[config.mk]
export PLATFORM = sky130hd
export DESIGN_NAME = rpn_stack_calculator_core
export DESIGN_NICKNAME = d
export VERILOG_FILES = /design/src/hdl/rpn_pkg.sv /design/src/hdl/rpn_front.sv /design/src/hdl/rpn_divider.sv /design/src/hdl/rpn_back.sv /design/src/hdl/rpn_stack_calculator_core.sv
export SDC_FILE = /design/constraint.sdc
export NUM_CORES = 2
export LEC_CHECK = 0
export ABC_AREA = 1
export BUFFER_PORTS_ARGS = -buffer_cell sky130_fd_sc_hd__buf_2
export CAP_MARGIN = 20
export CELL_PAD_IN_SITES_DETAIL_PLACEMENT = 0
export CELL_PAD_IN_SITES_GLOBAL_PLACEMENT = 2
export CORE_ASPECT_RATIO = 1.75
export CORE_MARGIN = 2
export CORE_UTILIZATION = 45
export CTS_CLUSTER_SIZE = 10
export DETAILED_ROUTE_END_ITERATION = 16
export GPL_TIMING_DRIVEN = 0
export PLACE_DENSITY_LB_ADDON = 0.1
export SYNTH_ARGS = -nofsm -noshare
export SYNTH_HDL_FRONTEND = slang
export SYNTH_SLANG_ARGS = --single-unit
[constraint.sdc]
create_clock -name clk -period 20.5 [get_ports clk]
set_input_delay 1.025 -clock clk [delete_from_list [all_inputs] [get_ports clk]]
set_output_delay 1.025 -clock clk [all_outputs]
set_load 0.1 [all_outputs]
[src/hdl/rpn_pkg.sv]
// Package for the RPN stack calculator: request codes, status codes, types.
package rpn_pkg;

  localparam int StackDepthDef = 32;
  localparam int DataWidthDef  = 32;
  localparam int ReqW          = 4;
  localparam int StatusW       = 2;
  localparam int ResultW       = 32;
  localparam int QueueDepth    = 2;

  typedef enum logic [ReqW-1:0] {
    REQ_PUSH  = 4'd0,
    REQ_ADD   = 4'd1,
    REQ_SUB   = 4'd2,
    REQ_MUL   = 4'd3,
    REQ_DIV   = 4'd4,
    REQ_SWAP  = 4'd5,
    REQ_NEG   = 4'd6,
    REQ_DUP   = 4'd7,
    REQ_PRINT = 4'd8,
    REQ_CLEAR = 4'd9,
    REQ_PALL  = 4'd10
  } req_t;

  typedef enum logic [StatusW-1:0] {
    ST_OK   = 2'd0,
    ST_FEW  = 2'd1,
    ST_DIV0 = 2'd2,
    ST_FULL = 2'd3
  } status_t;

  // Classified operation handed from front to back
  typedef enum logic [3:0] {
    OP_PUSH, OP_ADD, OP_SUB, OP_MUL, OP_DIV, OP_SWAP, OP_NEG,
    OP_DUP, OP_PRINT, OP_CLEAR, OP_PALL, OP_NOP
  } op_t;

  typedef enum logic [3:0] {
    S_IDLE, S_RD1, S_RD2, S_EXEC, S_DIV, S_WR2, S_PREAD, S_PEMIT, S_OUT
  } state_t;

endpackage

[src/hdl/rpn_front.sv]
// Front end: accepts requests, classifies them and queues them for execution.
module rpn_front
  import rpn_pkg::*;
#(
  parameter int DATA_WIDTH = DataWidthDef
) (
  input  logic                  clk,
  input  logic                  rst_n,
  input  logic                  in_valid,
  output logic                  in_ready,
  input  logic [ReqW-1:0]       in_req,
  input  logic [31:0]           in_value,
  output logic                  q_valid,
  input  logic                  q_ready,
  output op_t                   q_op,
  output logic [DATA_WIDTH-1:0] q_value
);

  localparam int PtrW = $clog2(QueueDepth);

  op_t                   op_mem [QueueDepth];
  logic [DATA_WIDTH-1:0] val_mem [QueueDepth];
  logic [PtrW-1:0]       wp_r, rp_r;
  logic [PtrW:0]         cnt_r;
  op_t                   cls;
  logic [DATA_WIDTH-1:0] ext;
  logic                  push, pop;

  always_comb begin
    case (in_req)
      REQ_PUSH:  cls = OP_PUSH;
      REQ_ADD:   cls = OP_ADD;
      REQ_SUB:   cls = OP_SUB;
      REQ_MUL:   cls = OP_MUL;
      REQ_DIV:   cls = OP_DIV;
      REQ_SWAP:  cls = OP_SWAP;
      REQ_NEG:   cls = OP_NEG;
      REQ_DUP:   cls = OP_DUP;
      REQ_PRINT: cls = OP_PRINT;
      REQ_CLEAR: cls = OP_CLEAR;
      REQ_PALL:  cls = OP_PALL;
      default:   cls = OP_NOP;
    endcase
  end

  generate
    if (DATA_WIDTH > 32) begin : g_wide
      assign ext = {{(DATA_WIDTH-32){in_value[31]}}, in_value};
    end else begin : g_narrow
      assign ext = in_value[DATA_WIDTH-1:0];
    end
  endgenerate

  assign in_ready = (cnt_r < (PtrW+1)'(QueueDepth));
  assign q_valid  = (cnt_r != '0);
  assign push     = in_valid && in_ready;
  assign pop      = q_valid && q_ready;
  assign q_op     = op_mem[rp_r];
  assign q_value  = val_mem[rp_r];

  always_ff @(posedge clk) begin
    if (push) begin
      op_mem[wp_r]  <= cls;
      val_mem[wp_r] <= ext;
    end
  end

  always_ff @(posedge clk) begin
    if (!rst_n) begin
      wp_r  <= '0;
      rp_r  <= '0;
      cnt_r <= '0;
    end else begin
      if (push) wp_r <= wp_r + 1'b1;
      if (pop)  rp_r <= rp_r + 1'b1;
      cnt_r <= cnt_r + (PtrW+1)'(push) - (PtrW+1)'(pop);
    end
  end

`ifndef NO_ASSERTIONS
  a_cnt_bound: assert property (@(posedge clk) disable iff (!rst_n)
    cnt_r <= (PtrW+1)'(QueueDepth)) else $error("queue count overflow");
  a_cnt_step: assert property (@(posedge clk) disable iff (!rst_n)
    (push && !pop) |=> (cnt_r == $past(cnt_r) + 1'b1)) else $error("queue push lost");
  a_empty: assert property (@(posedge clk) disable iff (!rst_n)
    (cnt_r == '0) |-> !pop) else $error("pop from empty queue");
`endif

endmodule

[src/hdl/rpn_divider.sv]
// Iterative restoring divider, one quotient bit per cycle, truncating signed.
module rpn_divider
  import rpn_pkg::*;
#(
  parameter int DATA_WIDTH = DataWidthDef
) (
  input  logic                  clk,
  input  logic                  rst_n,
  input  logic                  start,
  input  logic [DATA_WIDTH-1:0] dividend,
  input  logic [DATA_WIDTH-1:0] divisor,
  output logic                  done,
  output logic [DATA_WIDTH-1:0] quotient
);

  localparam int CntW = $clog2(DATA_WIDTH + 1);

  logic [DATA_WIDTH-1:0] q_r, d_r;
  logic [DATA_WIDTH:0]   rem_r;
  logic [CntW-1:0]       cnt_r;
  logic                  busy_r, neg_r, done_r;
  logic [DATA_WIDTH:0]   trial;
  logic [DATA_WIDTH-1:0] ma, mb;

  assign ma    = dividend[DATA_WIDTH-1] ? -dividend : dividend;
  assign mb    = divisor[DATA_WIDTH-1] ? -divisor : divisor;
  assign trial = {rem_r[DATA_WIDTH-1:0], q_r[DATA_WIDTH-1]} - {1'b0, d_r};
  assign done     = done_r;
  assign quotient = neg_r ? -q_r : q_r;

  always_ff @(posedge clk) begin
    if (start) begin
      q_r   <= ma;
      d_r   <= mb;
      rem_r <= '0;
      neg_r <= dividend[DATA_WIDTH-1] ^ divisor[DATA_WIDTH-1];
    end else if (busy_r) begin
      if (!trial[DATA_WIDTH]) begin
        rem_r <= trial;
        q_r   <= {q_r[DATA_WIDTH-2:0], 1'b1};
      end else begin
        rem_r <= {rem_r[DATA_WIDTH-1:0], q_r[DATA_WIDTH-1]};
        q_r   <= {q_r[DATA_WIDTH-2:0], 1'b0};
      end
    end
  end

  always_ff @(posedge clk) begin
    if (!rst_n) begin
      busy_r <= 1'b0;
      done_r <= 1'b0;
      cnt_r  <= '0;
    end else begin
      done_r <= 1'b0;
      if (start) begin
        busy_r <= 1'b1;
        cnt_r  <= CntW'(DATA_WIDTH);
      end else if (busy_r) begin
        cnt_r <= cnt_r - 1'b1;
        if (cnt_r == CntW'(1)) begin
          busy_r <= 1'b0;
          done_r <= 1'b1;
        end
      end
    end
  end

endmodule

[src/hdl/rpn_back.sv]
// Back end: stack memory, execution sequencer and result register.
module rpn_back
  import rpn_pkg::*;
#(
  parameter int STACK_DEPTH = StackDepthDef,
  parameter int DATA_WIDTH  = DataWidthDef
) (
  input  logic                  clk,
  input  logic                  rst_n,
  input  logic                  q_valid,
  output logic                  q_ready,
  input  op_t                   q_op,
  input  logic [DATA_WIDTH-1:0] q_value,
  output logic                  out_valid,
  input  logic                  out_ready,
  output logic [StatusW-1:0]    out_status,
  output logic                  out_has,
  output logic [ResultW-1:0]    out_value,
  output logic                  out_last
);

  localparam int AW = $clog2(STACK_DEPTH);
  localparam int CW = $clog2(STACK_DEPTH + 1);

  logic [DATA_WIDTH-1:0] mem [STACK_DEPTH];
  logic [DATA_WIDTH-1:0] rd_r, a_r, b_r;
  logic [AW-1:0]         ra, wa;
  logic                  we;
  logic [DATA_WIDTH-1:0] wd;

  state_t state_r, state_nxt;
  op_t    op_r;
  logic [DATA_WIDTH-1:0] val_r;
  logic [CW-1:0] n_r, n_nxt, k_r, k_nxt;
  logic [2*DATA_WIDTH-1:0] prod;
  logic [DATA_WIDTH-1:0] res;
  logic div_start, div_done;
  logic [DATA_WIDTH-1:0] quo;

  logic [StatusW-1:0] st_r, st_nxt;
  logic has_r, has_nxt;
  logic [DATA_WIDTH-1:0] ov_r, ov_nxt;
  logic a_ld, b_ld;
  // a_done_r marks that both operands were loaded for this request
  logic a_done_r;

  always_ff @(posedge clk) begin
    if (we) mem[wa] <= wd;
    rd_r <= mem[ra];
  end

  // the lower operand is on the read port in the cycle the divide starts
  rpn_divider #(.DATA_WIDTH(DATA_WIDTH)) u_div (
    .clk(clk), .rst_n(rst_n), .start(div_start), .dividend(rd_r), .divisor(b_r),
    .done(div_done), .quotient(quo));

  assign prod = a_r * b_r;

  always_comb begin
    case (op_r)
      OP_ADD:  res = a_r + b_r;
      OP_SUB:  res = a_r - b_r;
      OP_MUL:  res = prod[DATA_WIDTH-1:0];
      default: res = quo;
    endcase
  end

  // Next state
  always_comb begin
    state_nxt = state_r;
    case (state_r)
      S_IDLE: if (q_valid) state_nxt = S_RD1;
      S_RD1: begin
        case (op_r)
          OP_ADD, OP_SUB, OP_MUL, OP_DIV, OP_SWAP:
            state_nxt = (n_r < CW'(2)) ? S_OUT : S_RD2;
          OP_NEG, OP_DUP, OP_PRINT:
            state_nxt = (n_r == '0) ? S_OUT : S_RD2;
          OP_PALL: state_nxt = (n_r == '0) ? S_OUT : S_PREAD;
          default: state_nxt = S_OUT;
        endcase
      end
      S_RD2: state_nxt = S_EXEC;
      S_EXEC: begin
        if (op_r == OP_DIV && b_r != '0) state_nxt = S_DIV;
        else if (op_r == OP_SWAP) state_nxt = S_WR2;
        else state_nxt = S_OUT;
      end
      S_DIV: if (div_done) state_nxt = S_OUT;
      S_WR2: state_nxt = S_OUT;
      S_PREAD: state_nxt = S_PEMIT;
      S_PEMIT: if (!out_valid || out_ready)
        state_nxt = (k_r == CW'(1)) ? S_IDLE : S_PREAD;
      S_OUT: if (!out_valid || out_ready) state_nxt = S_IDLE;
      default: state_nxt = S_IDLE;
    endcase
  end

  // Outputs of the sequencer
  always_comb begin
    q_ready = 1'b0; we = 1'b0; wa = '0; wd = '0; ra = '0;
    a_ld = 1'b0; b_ld = 1'b0;
    n_nxt = n_r; k_nxt = k_r;
    st_nxt = st_r; has_nxt = has_r; ov_nxt = ov_r;
    case (state_r)
      S_IDLE: begin
        q_ready = 1'b1;
        st_nxt = ST_OK; has_nxt = 1'b0; ov_nxt = '0;
      end
      S_RD1: begin
        ra = AW'(n_r - CW'(1));
        case (op_r)
          OP_PUSH: begin
            if (n_r == CW'(STACK_DEPTH)) st_nxt = ST_FULL;
            else begin
              we = 1'b1; wa = AW'(n_r); wd = val_r; n_nxt = n_r + 1'b1;
            end
          end
          OP_ADD, OP_SUB, OP_MUL, OP_DIV, OP_SWAP:
            if (n_r < CW'(2)) st_nxt = ST_FEW;
          OP_NEG, OP_DUP, OP_PRINT:
            if (n_r == '0) st_nxt = ST_FEW;
          OP_CLEAR: n_nxt = '0;
          OP_PALL: k_nxt = n_r;
          default: ;
        endcase
      end
      S_RD2: begin
        ra = AW'(n_r - CW'(2));
        b_ld = 1'b1;
      end
      S_EXEC: begin
        a_ld = 1'b1;
        case (op_r)
          OP_NEG: begin
            we = 1'b1; wa = AW'(n_r - CW'(1)); wd = -b_r;
          end
          OP_DUP: begin
            if (n_r == CW'(STACK_DEPTH)) st_nxt = ST_FULL;
            else begin
              we = 1'b1; wa = AW'(n_r); wd = b_r; n_nxt = n_r + 1'b1;
            end
          end
          OP_PRINT: begin
            has_nxt = 1'b1; ov_nxt = b_r;
          end
          OP_DIV: begin
            if (b_r == '0) st_nxt = ST_DIV0;
          end
          OP_SWAP: begin
            we = 1'b1; wa = AW'(n_r - CW'(1)); wd = rd_r;
          end
          default: ;
        endcase
      end
      S_DIV: ;
      S_WR2: begin
        we = 1'b1; wa = AW'(n_r - CW'(2)); wd = b_r;
      end
      S_PREAD: ra = AW'(k_r - CW'(1));
      S_PEMIT: begin
        ra = AW'(k_r - CW'(1));
        if (!out_valid || out_ready) k_nxt = k_r - 1'b1;
      end
      S_OUT: ;
      default: ;
    endcase
    // arithmetic write-back at the last step before the result
    if (state_r == S_OUT && (op_r == OP_ADD || op_r == OP_SUB ||
        op_r == OP_MUL || op_r == OP_DIV) && st_r == ST_OK && n_r >= CW'(2)
        && (!out_valid || out_ready) && a_done_r) begin
      we = 1'b1; wa = AW'(n_r - CW'(2)); wd = res; n_nxt = n_r - 1'b1;
    end
  end

  always_ff @(posedge clk) begin
    if (q_ready && q_valid) begin
      op_r  <= q_op;
      val_r <= q_value;
    end
    if (b_ld) b_r <= rd_r;
    if (a_ld) a_r <= rd_r;
    st_r <= st_nxt; has_r <= has_nxt; ov_r <= ov_nxt;
  end

  assign div_start = (state_r == S_EXEC) && (op_r == OP_DIV) && (b_r != '0);

  logic ovalid_r, olast_r, ohas_r;
  logic [StatusW-1:0] ost_r;
  logic [DATA_WIDTH-1:0] oval_r;

  always_ff @(posedge clk) begin
    if (!rst_n) begin
      state_r  <= S_IDLE;
      n_r      <= '0;
      k_r      <= '0;
      ovalid_r <= 1'b0;
      a_done_r <= 1'b0;
    end else begin
      state_r <= state_nxt;
      n_r     <= n_nxt;
      k_r     <= k_nxt;
      if (state_r == S_IDLE) a_done_r <= 1'b0;
      else if (a_ld) a_done_r <= 1'b1;
      if (out_valid && out_ready) ovalid_r <= 1'b0;
      if ((state_r == S_OUT || state_r == S_PEMIT) && (!out_valid || out_ready))
        ovalid_r <= 1'b1;
    end
  end

  always_ff @(posedge clk) begin
    if ((state_r == S_OUT || state_r == S_PEMIT) && (!out_valid || out_ready)) begin
      if (state_r == S_PEMIT) begin
        ost_r <= ST_OK; ohas_r <= 1'b1; oval_r <= rd_r;
        olast_r <= (k_r == CW'(1));
      end else begin
        ost_r <= st_r; ohas_r <= has_r; oval_r <= ov_r; olast_r <= 1'b1;
      end
    end
  end

  generate
    if (DATA_WIDTH >= ResultW) begin : g_ow
      assign out_value = ohas_r ? oval_r[ResultW-1:0] : '0;
    end else begin : g_on
      assign out_value = ohas_r ?
        {{(ResultW-DATA_WIDTH){oval_r[DATA_WIDTH-1]}}, oval_r} : '0;
    end
  endgenerate

  assign out_valid  = ovalid_r;
  assign out_status = ost_r;
  assign out_has    = ohas_r;
  assign out_last   = olast_r;

`ifndef NO_ASSERTIONS
  a_count: assert property (@(posedge clk) disable iff (!rst_n)
    n_r <= CW'(STACK_DEPTH)) else $error("stack count beyond depth");
  a_hold: assert property (@(posedge clk) disable iff (!rst_n)
    (out_valid && !out_ready) |=> out_valid) else $error("result dropped");
  a_idle_take: assert property (@(posedge clk) disable iff (!rst_n)
    q_ready |-> (state_r == S_IDLE)) else $error("request taken while busy");
  a_pall: assert property (@(posedge clk) disable iff (!rst_n)
    (state_r == S_PEMIT) |-> (k_r != '0)) else $error("print-all walk underrun");
`endif

endmodule

[src/hdl/rpn_stack_calculator_core.sv]
// Top level of the RPN stack calculator: front queue and back-end executor.
//
//  channel  dir  tdata fields (low bit up)                    tuser / tlast
//  in_      in   req_type[3:0], push_value[35:4], pad          -
//  out_     out  status[1:0], result_value[33:2], pad          has_value / last
//
// Push, clear, unused codes and too-few-operand failures go from the first read
// state to output; add/sub/mul/neg/dup/print and divide by zero also pass the
// second read and execute states, swap a write state too; divide waits on the
// one-bit-per-cycle divider; print all reads, then emits, each entry in turn.
// Reset empties the stack; entry contents are not cleared.
// A stalled output holds the executor while requests fill the two-entry queue.
module rpn_stack_calculator_core
  import rpn_pkg::*;
#(
  parameter int STACK_DEPTH = StackDepthDef,
  parameter int DATA_WIDTH  = DataWidthDef
) (
  input  logic        clk,
  input  logic        rst_n,
  input  logic        in_tvalid,
  output logic        in_tready,
  input  logic [39:0] in_tdata,   // req_type[3:0], push_value[35:4]
  output logic        out_tvalid,
  input  logic        out_tready,
  output logic [39:0] out_tdata,  // status[1:0], result_value[33:2]
  output logic        out_tuser,  // has_value
  output logic        out_tlast   // last
);

  logic                  q_valid, q_ready;
  op_t                   q_op;
  logic [DATA_WIDTH-1:0] q_value;
  logic [StatusW-1:0]    st;
  logic [ResultW-1:0]    val;

  rpn_front #(.DATA_WIDTH(DATA_WIDTH)) u_front (
    .clk(clk), .rst_n(rst_n), .in_valid(in_tvalid), .in_ready(in_tready),
    .in_req(in_tdata[3:0]), .in_value(in_tdata[35:4]),
    .q_valid(q_valid), .q_ready(q_ready), .q_op(q_op), .q_value(q_value));

  rpn_back #(.STACK_DEPTH(STACK_DEPTH), .DATA_WIDTH(DATA_WIDTH)) u_back (
    .clk(clk), .rst_n(rst_n), .q_valid(q_valid), .q_ready(q_ready),
    .q_op(q_op), .q_value(q_value), .out_valid(out_tvalid),
    .out_ready(out_tready), .out_status(st), .out_has(out_tuser),
    .out_value(val), .out_last(out_tlast));

  assign out_tdata = {6'd0, val, st};

endmodule

==> impl_metrics.json <==
{
  "postCtsHoldBufs": 0,
  "cts_inserted_buffers": 171,
  "synth_seq_cells": 1426,
  "cp-end-kind": "flop",
  "detail-route-antenna-nets": 0,
  "rrSetupSlack_ns": 10.27,
  "place.gp.congestion": 1.10,
  "place_inst": 11200,
  "drt-initial-drc-count": 5819,
  "tns_ns": 0,
  "die_x_microns": 325,
  "cts_root_buf": "clkbuf_16",
  "hold_depth": 1,
  "cts.sinks": 1426,
  "final_area_sq_mm": 0.0919,
  "fmax_mhz": 97.7,
  "initial_core_util": 0.453,
  "critPathMaxFanout": 26,
  "io_buffers": 77,
  "r2r-start": "u_back.b_r[5]",
  "areaGrowthSynthToFinish_pct": 13.1,
  "rsz0062_at_grt": "false",
  "cp_slowest_cell": "o211ai_1",
  "critical_path_required_ns": 21.11,
  "grt_pass1_vias": 64200,
  "layout-drive-gt1-share": 0.0780,
  "hold_start": "in_tdata[14]",
  "hold_viol_final": 0,
  "post-cts-setup-buffers": 0,
  "num_vias": 63800,
  "yosysWarnings": 0,
  "finalClockSkew_ns": 0.0850,
  "timing_worst_setup_path_type": "reg -> reg",
  "cts.clk_slew.worst_paths_ns": 0.05,
  "grt_use_total": 0.369,
  "htreeDepth": 4,
  "min_path_type": "in -> reg",
  "postSynthAreaPerCell_sq_um": 9.47,
  "final_common_cell": "nand2_1",
  "die-area_sq_mm": 0.184,
  "timing.rr.end": "u_back.mem[6][20]",
  "path_cells": "clkbuf_1 -> buf_1 -> nand2_1 -> inv_1 -> fa_1 -> fa_1 -> fa_1 -> inv_1 -> fa_1 -> inv_1 -> fa_1 -> inv_1 -> fa_1 -> inv_1 -> fa_1 -> fa_1 -> ha_1 -> nand2_1 -> o21ai_0 -> nor3_1 -> o211ai_1 -> nand2_1 -> nand3_2 -> buf_12",
  "ys.flop_type": "edfxtp_1",
  "coreArea_sq_mm": 0.180,
  "syn_inst": 8588,
  "via_per_inst": 5.59,
  "hold_slack_ns": 0.354,
  "maxCapViolCount": 0,
  "cp.buffers_inverters": 8,
  "finalPower_mw": 14.2,
  "post_drt_wl_per_cell_microns": 29.9,
  "yosys.area.top_type": "edfxtp_1",
  "crit_path_frequent_cell": "fa_1",
  "finalNetCount": 9604,
  "outcome": "complete, no violations",
  "ios": 88,
  "p_leak_nw": 38.6,
  "clkLatencyLatePin_ns": 0.87,
  "num_rows": 206,
  "async_flop_share": 0,
  "layout_common_cells": "nand2_1 (2,729), edfxtp_1 (1,332), inv_1 (1,081)",
  "holdPathEnd": "u_front.val_mem[1][10]",
  "grt_max_degree": 38,
  "synth_top_area_share": 0.492,
  "overflow": 0,
  "first_pass_iters": 8,
  "min_period_over_period": 0.499,
  "drc": 0,
  "power_density_mw_per_mm2": 155,
  "setup_viol": 0,
  "drt_wl_total_microns": 342000,
  "start_kind": "flop",
  "final_util": 0.512,
  "grt_pass1_wl_microns": 473000,
  "fin_ws_ns": 10.27,
  "pre_cts_slack_ns": 10.72,
  "synth_seq_area_share": 0.515,
  "crit_path_max_incr_delay_ns": 1.05,
  "cts_tree": "yes",
  "ys_types": 63,
  "post_cts_resized": 0,
  "rr_worst_depth": 24,
  "hpwl_microns": 272000,
  "antenna_found_initial": 36,
  "peakVddDrop_mv": 0.203,
  "layout.cells.non_filler": 11400,
  "synth.area.top_cells": "edfxtp_1 (49%), nand2_1 (13%), fa_1 (10%), inv_1 (5.0%), nand3_1 (3.2%)",
  "syn_area_sq_mm": 0.0813,
  "period_needed_ns": 10.24,
  "fp.dieH_microns": 566,
  "clockBufferDepth": 4,
  "max_slew_margin": 0.144,
  "slew_viol_final": 0,
  "cp_data_arrival_time_ns": 10.84,
  "synth-edff-count": 1332,
  "path_delay_family": "adder cells",
  "tightestPinTransition_ns": 1.28,
  "placed_cell_area_sq_mm": 0.0872
}
metal layers:
layer,part of all wire,wire (microns),vias to the layer above,GRT usage
met5,0.00029,100,-,0.00340
met4,0.12,41300,14,0.359
met3,0.059,20100,1096,0.0585
met2,0.51,173000,2675,0.655
met1,0.31,107000,31100,0.359
li1,-,-,28900,-
worst max path at each step:
| stage | depth (start not counted) | startpoint | slack (ns) | to |
|---|---|---|---|---|
| finish | 24 | u_back.b_r[5] | 10.27 | u_back.mem[6][20] |
| global route | 24 | u_back.b_r[5] | 10.33 | u_back.mem[25][20] |
| CTS | 27 | u_back.b_r[8] | 10.68 | u_back.mem[4][27] |
| detailed placement | 26 | u_back.b_r[5] | 10.72 | u_back.mem[24][27] |
| global placement | 24 | u_back.a_r[6] | 5.33 | u_back.mem[28][12] |
| floorplan | 23 | u_back.a_r[6] | 13.20 | u_back.mem[0][12] |
cell families (layout without fill, tap and decap cells):
logic type / count (synthesis) / after routing / share of synthesized area
compound gates: 1149 / 1149 / 0.0805
buf+inv: 1545 / 1957 / 0.0753
xor+xnor: 93 / 93 / 0.0100
simple gates: 3761 / 3761 / 0.187
other cells: 1 / 21 / 0.0000461
flops: 1426 / 1426 / 0.515
fa+ha+maj: 613 / 613 / 0.132
layout make-up:
class                   count  area [sq um]
fillers                 17000         87700
plain buffers             435          1960
diodes                     15          37.5
multi-input cells        5622         33800
flip-flops and latches   1426         41900
repair buffers            181          2460
clock inverters            13           143
clock buffers             218          4520
inverters                1110          4170
well taps                2392          2990
synth_stat cells (all sizes together) (8+ instances only):
cell type	number
a211oi	8
a21o	14
a21oi	455
a221oi	23
a31oi	45
a32oi	33
buf	238
clkbuf	197
dfxtp	94
edfxtp	1332
fa	410
ha	203
inv	1107
nand2	2746
nand3	515
nand3b	14
nand4	29
nor2	349
nor3	56
nor4	14
o211ai	72
o21ai	394
o21bai	22
o221ai	22
o22ai	23
o31ai	9
or2	29
xnor2	20
xor2	73
registers in the layout, indices dropped and copies added, names as in the netlist, 6 cells and up:
signal              flops
u_back.ov_r            32
u_back.rd_r            32
u_back.oval_r          32
u_back.mem           1024
u_back.u_div.rem_r     32
u_front.op_mem          8
u_back.u_div.d_r       32
u_front.val_mem        64
u_back.u_div.cnt_r      6
u_back.n_r              6
u_back.a_r             32
u_back.k_r              6
u_back.val_r           32
u_back.u_div.q_r       32
u_back.b_r             32
worst reg2reg max path, delay by kind of cell (launching register included):
kind | cells | cell delay (ns)
adders and majority gates | 9 | 4.39
buffers and inverters | 8 | 2.11
AOI/OAI and AO/OA | 2 | 1.58
and+or+nand+nor | 5 | 1.23
DFF | 1 | 0.65
power breakdown:
part / total (mW) / internal [mW] / leakage [nW] / switching (mW)
Clock: 2.68 / 1.55 / 2.27 / 1.13
Combinational: 7.94 / 2.27 / 24.1 / 5.66
Sequential: 3.60 / 3.41 / 12.2 / 0.196
No activity file was read; power rests on OpenSTA's default activity.
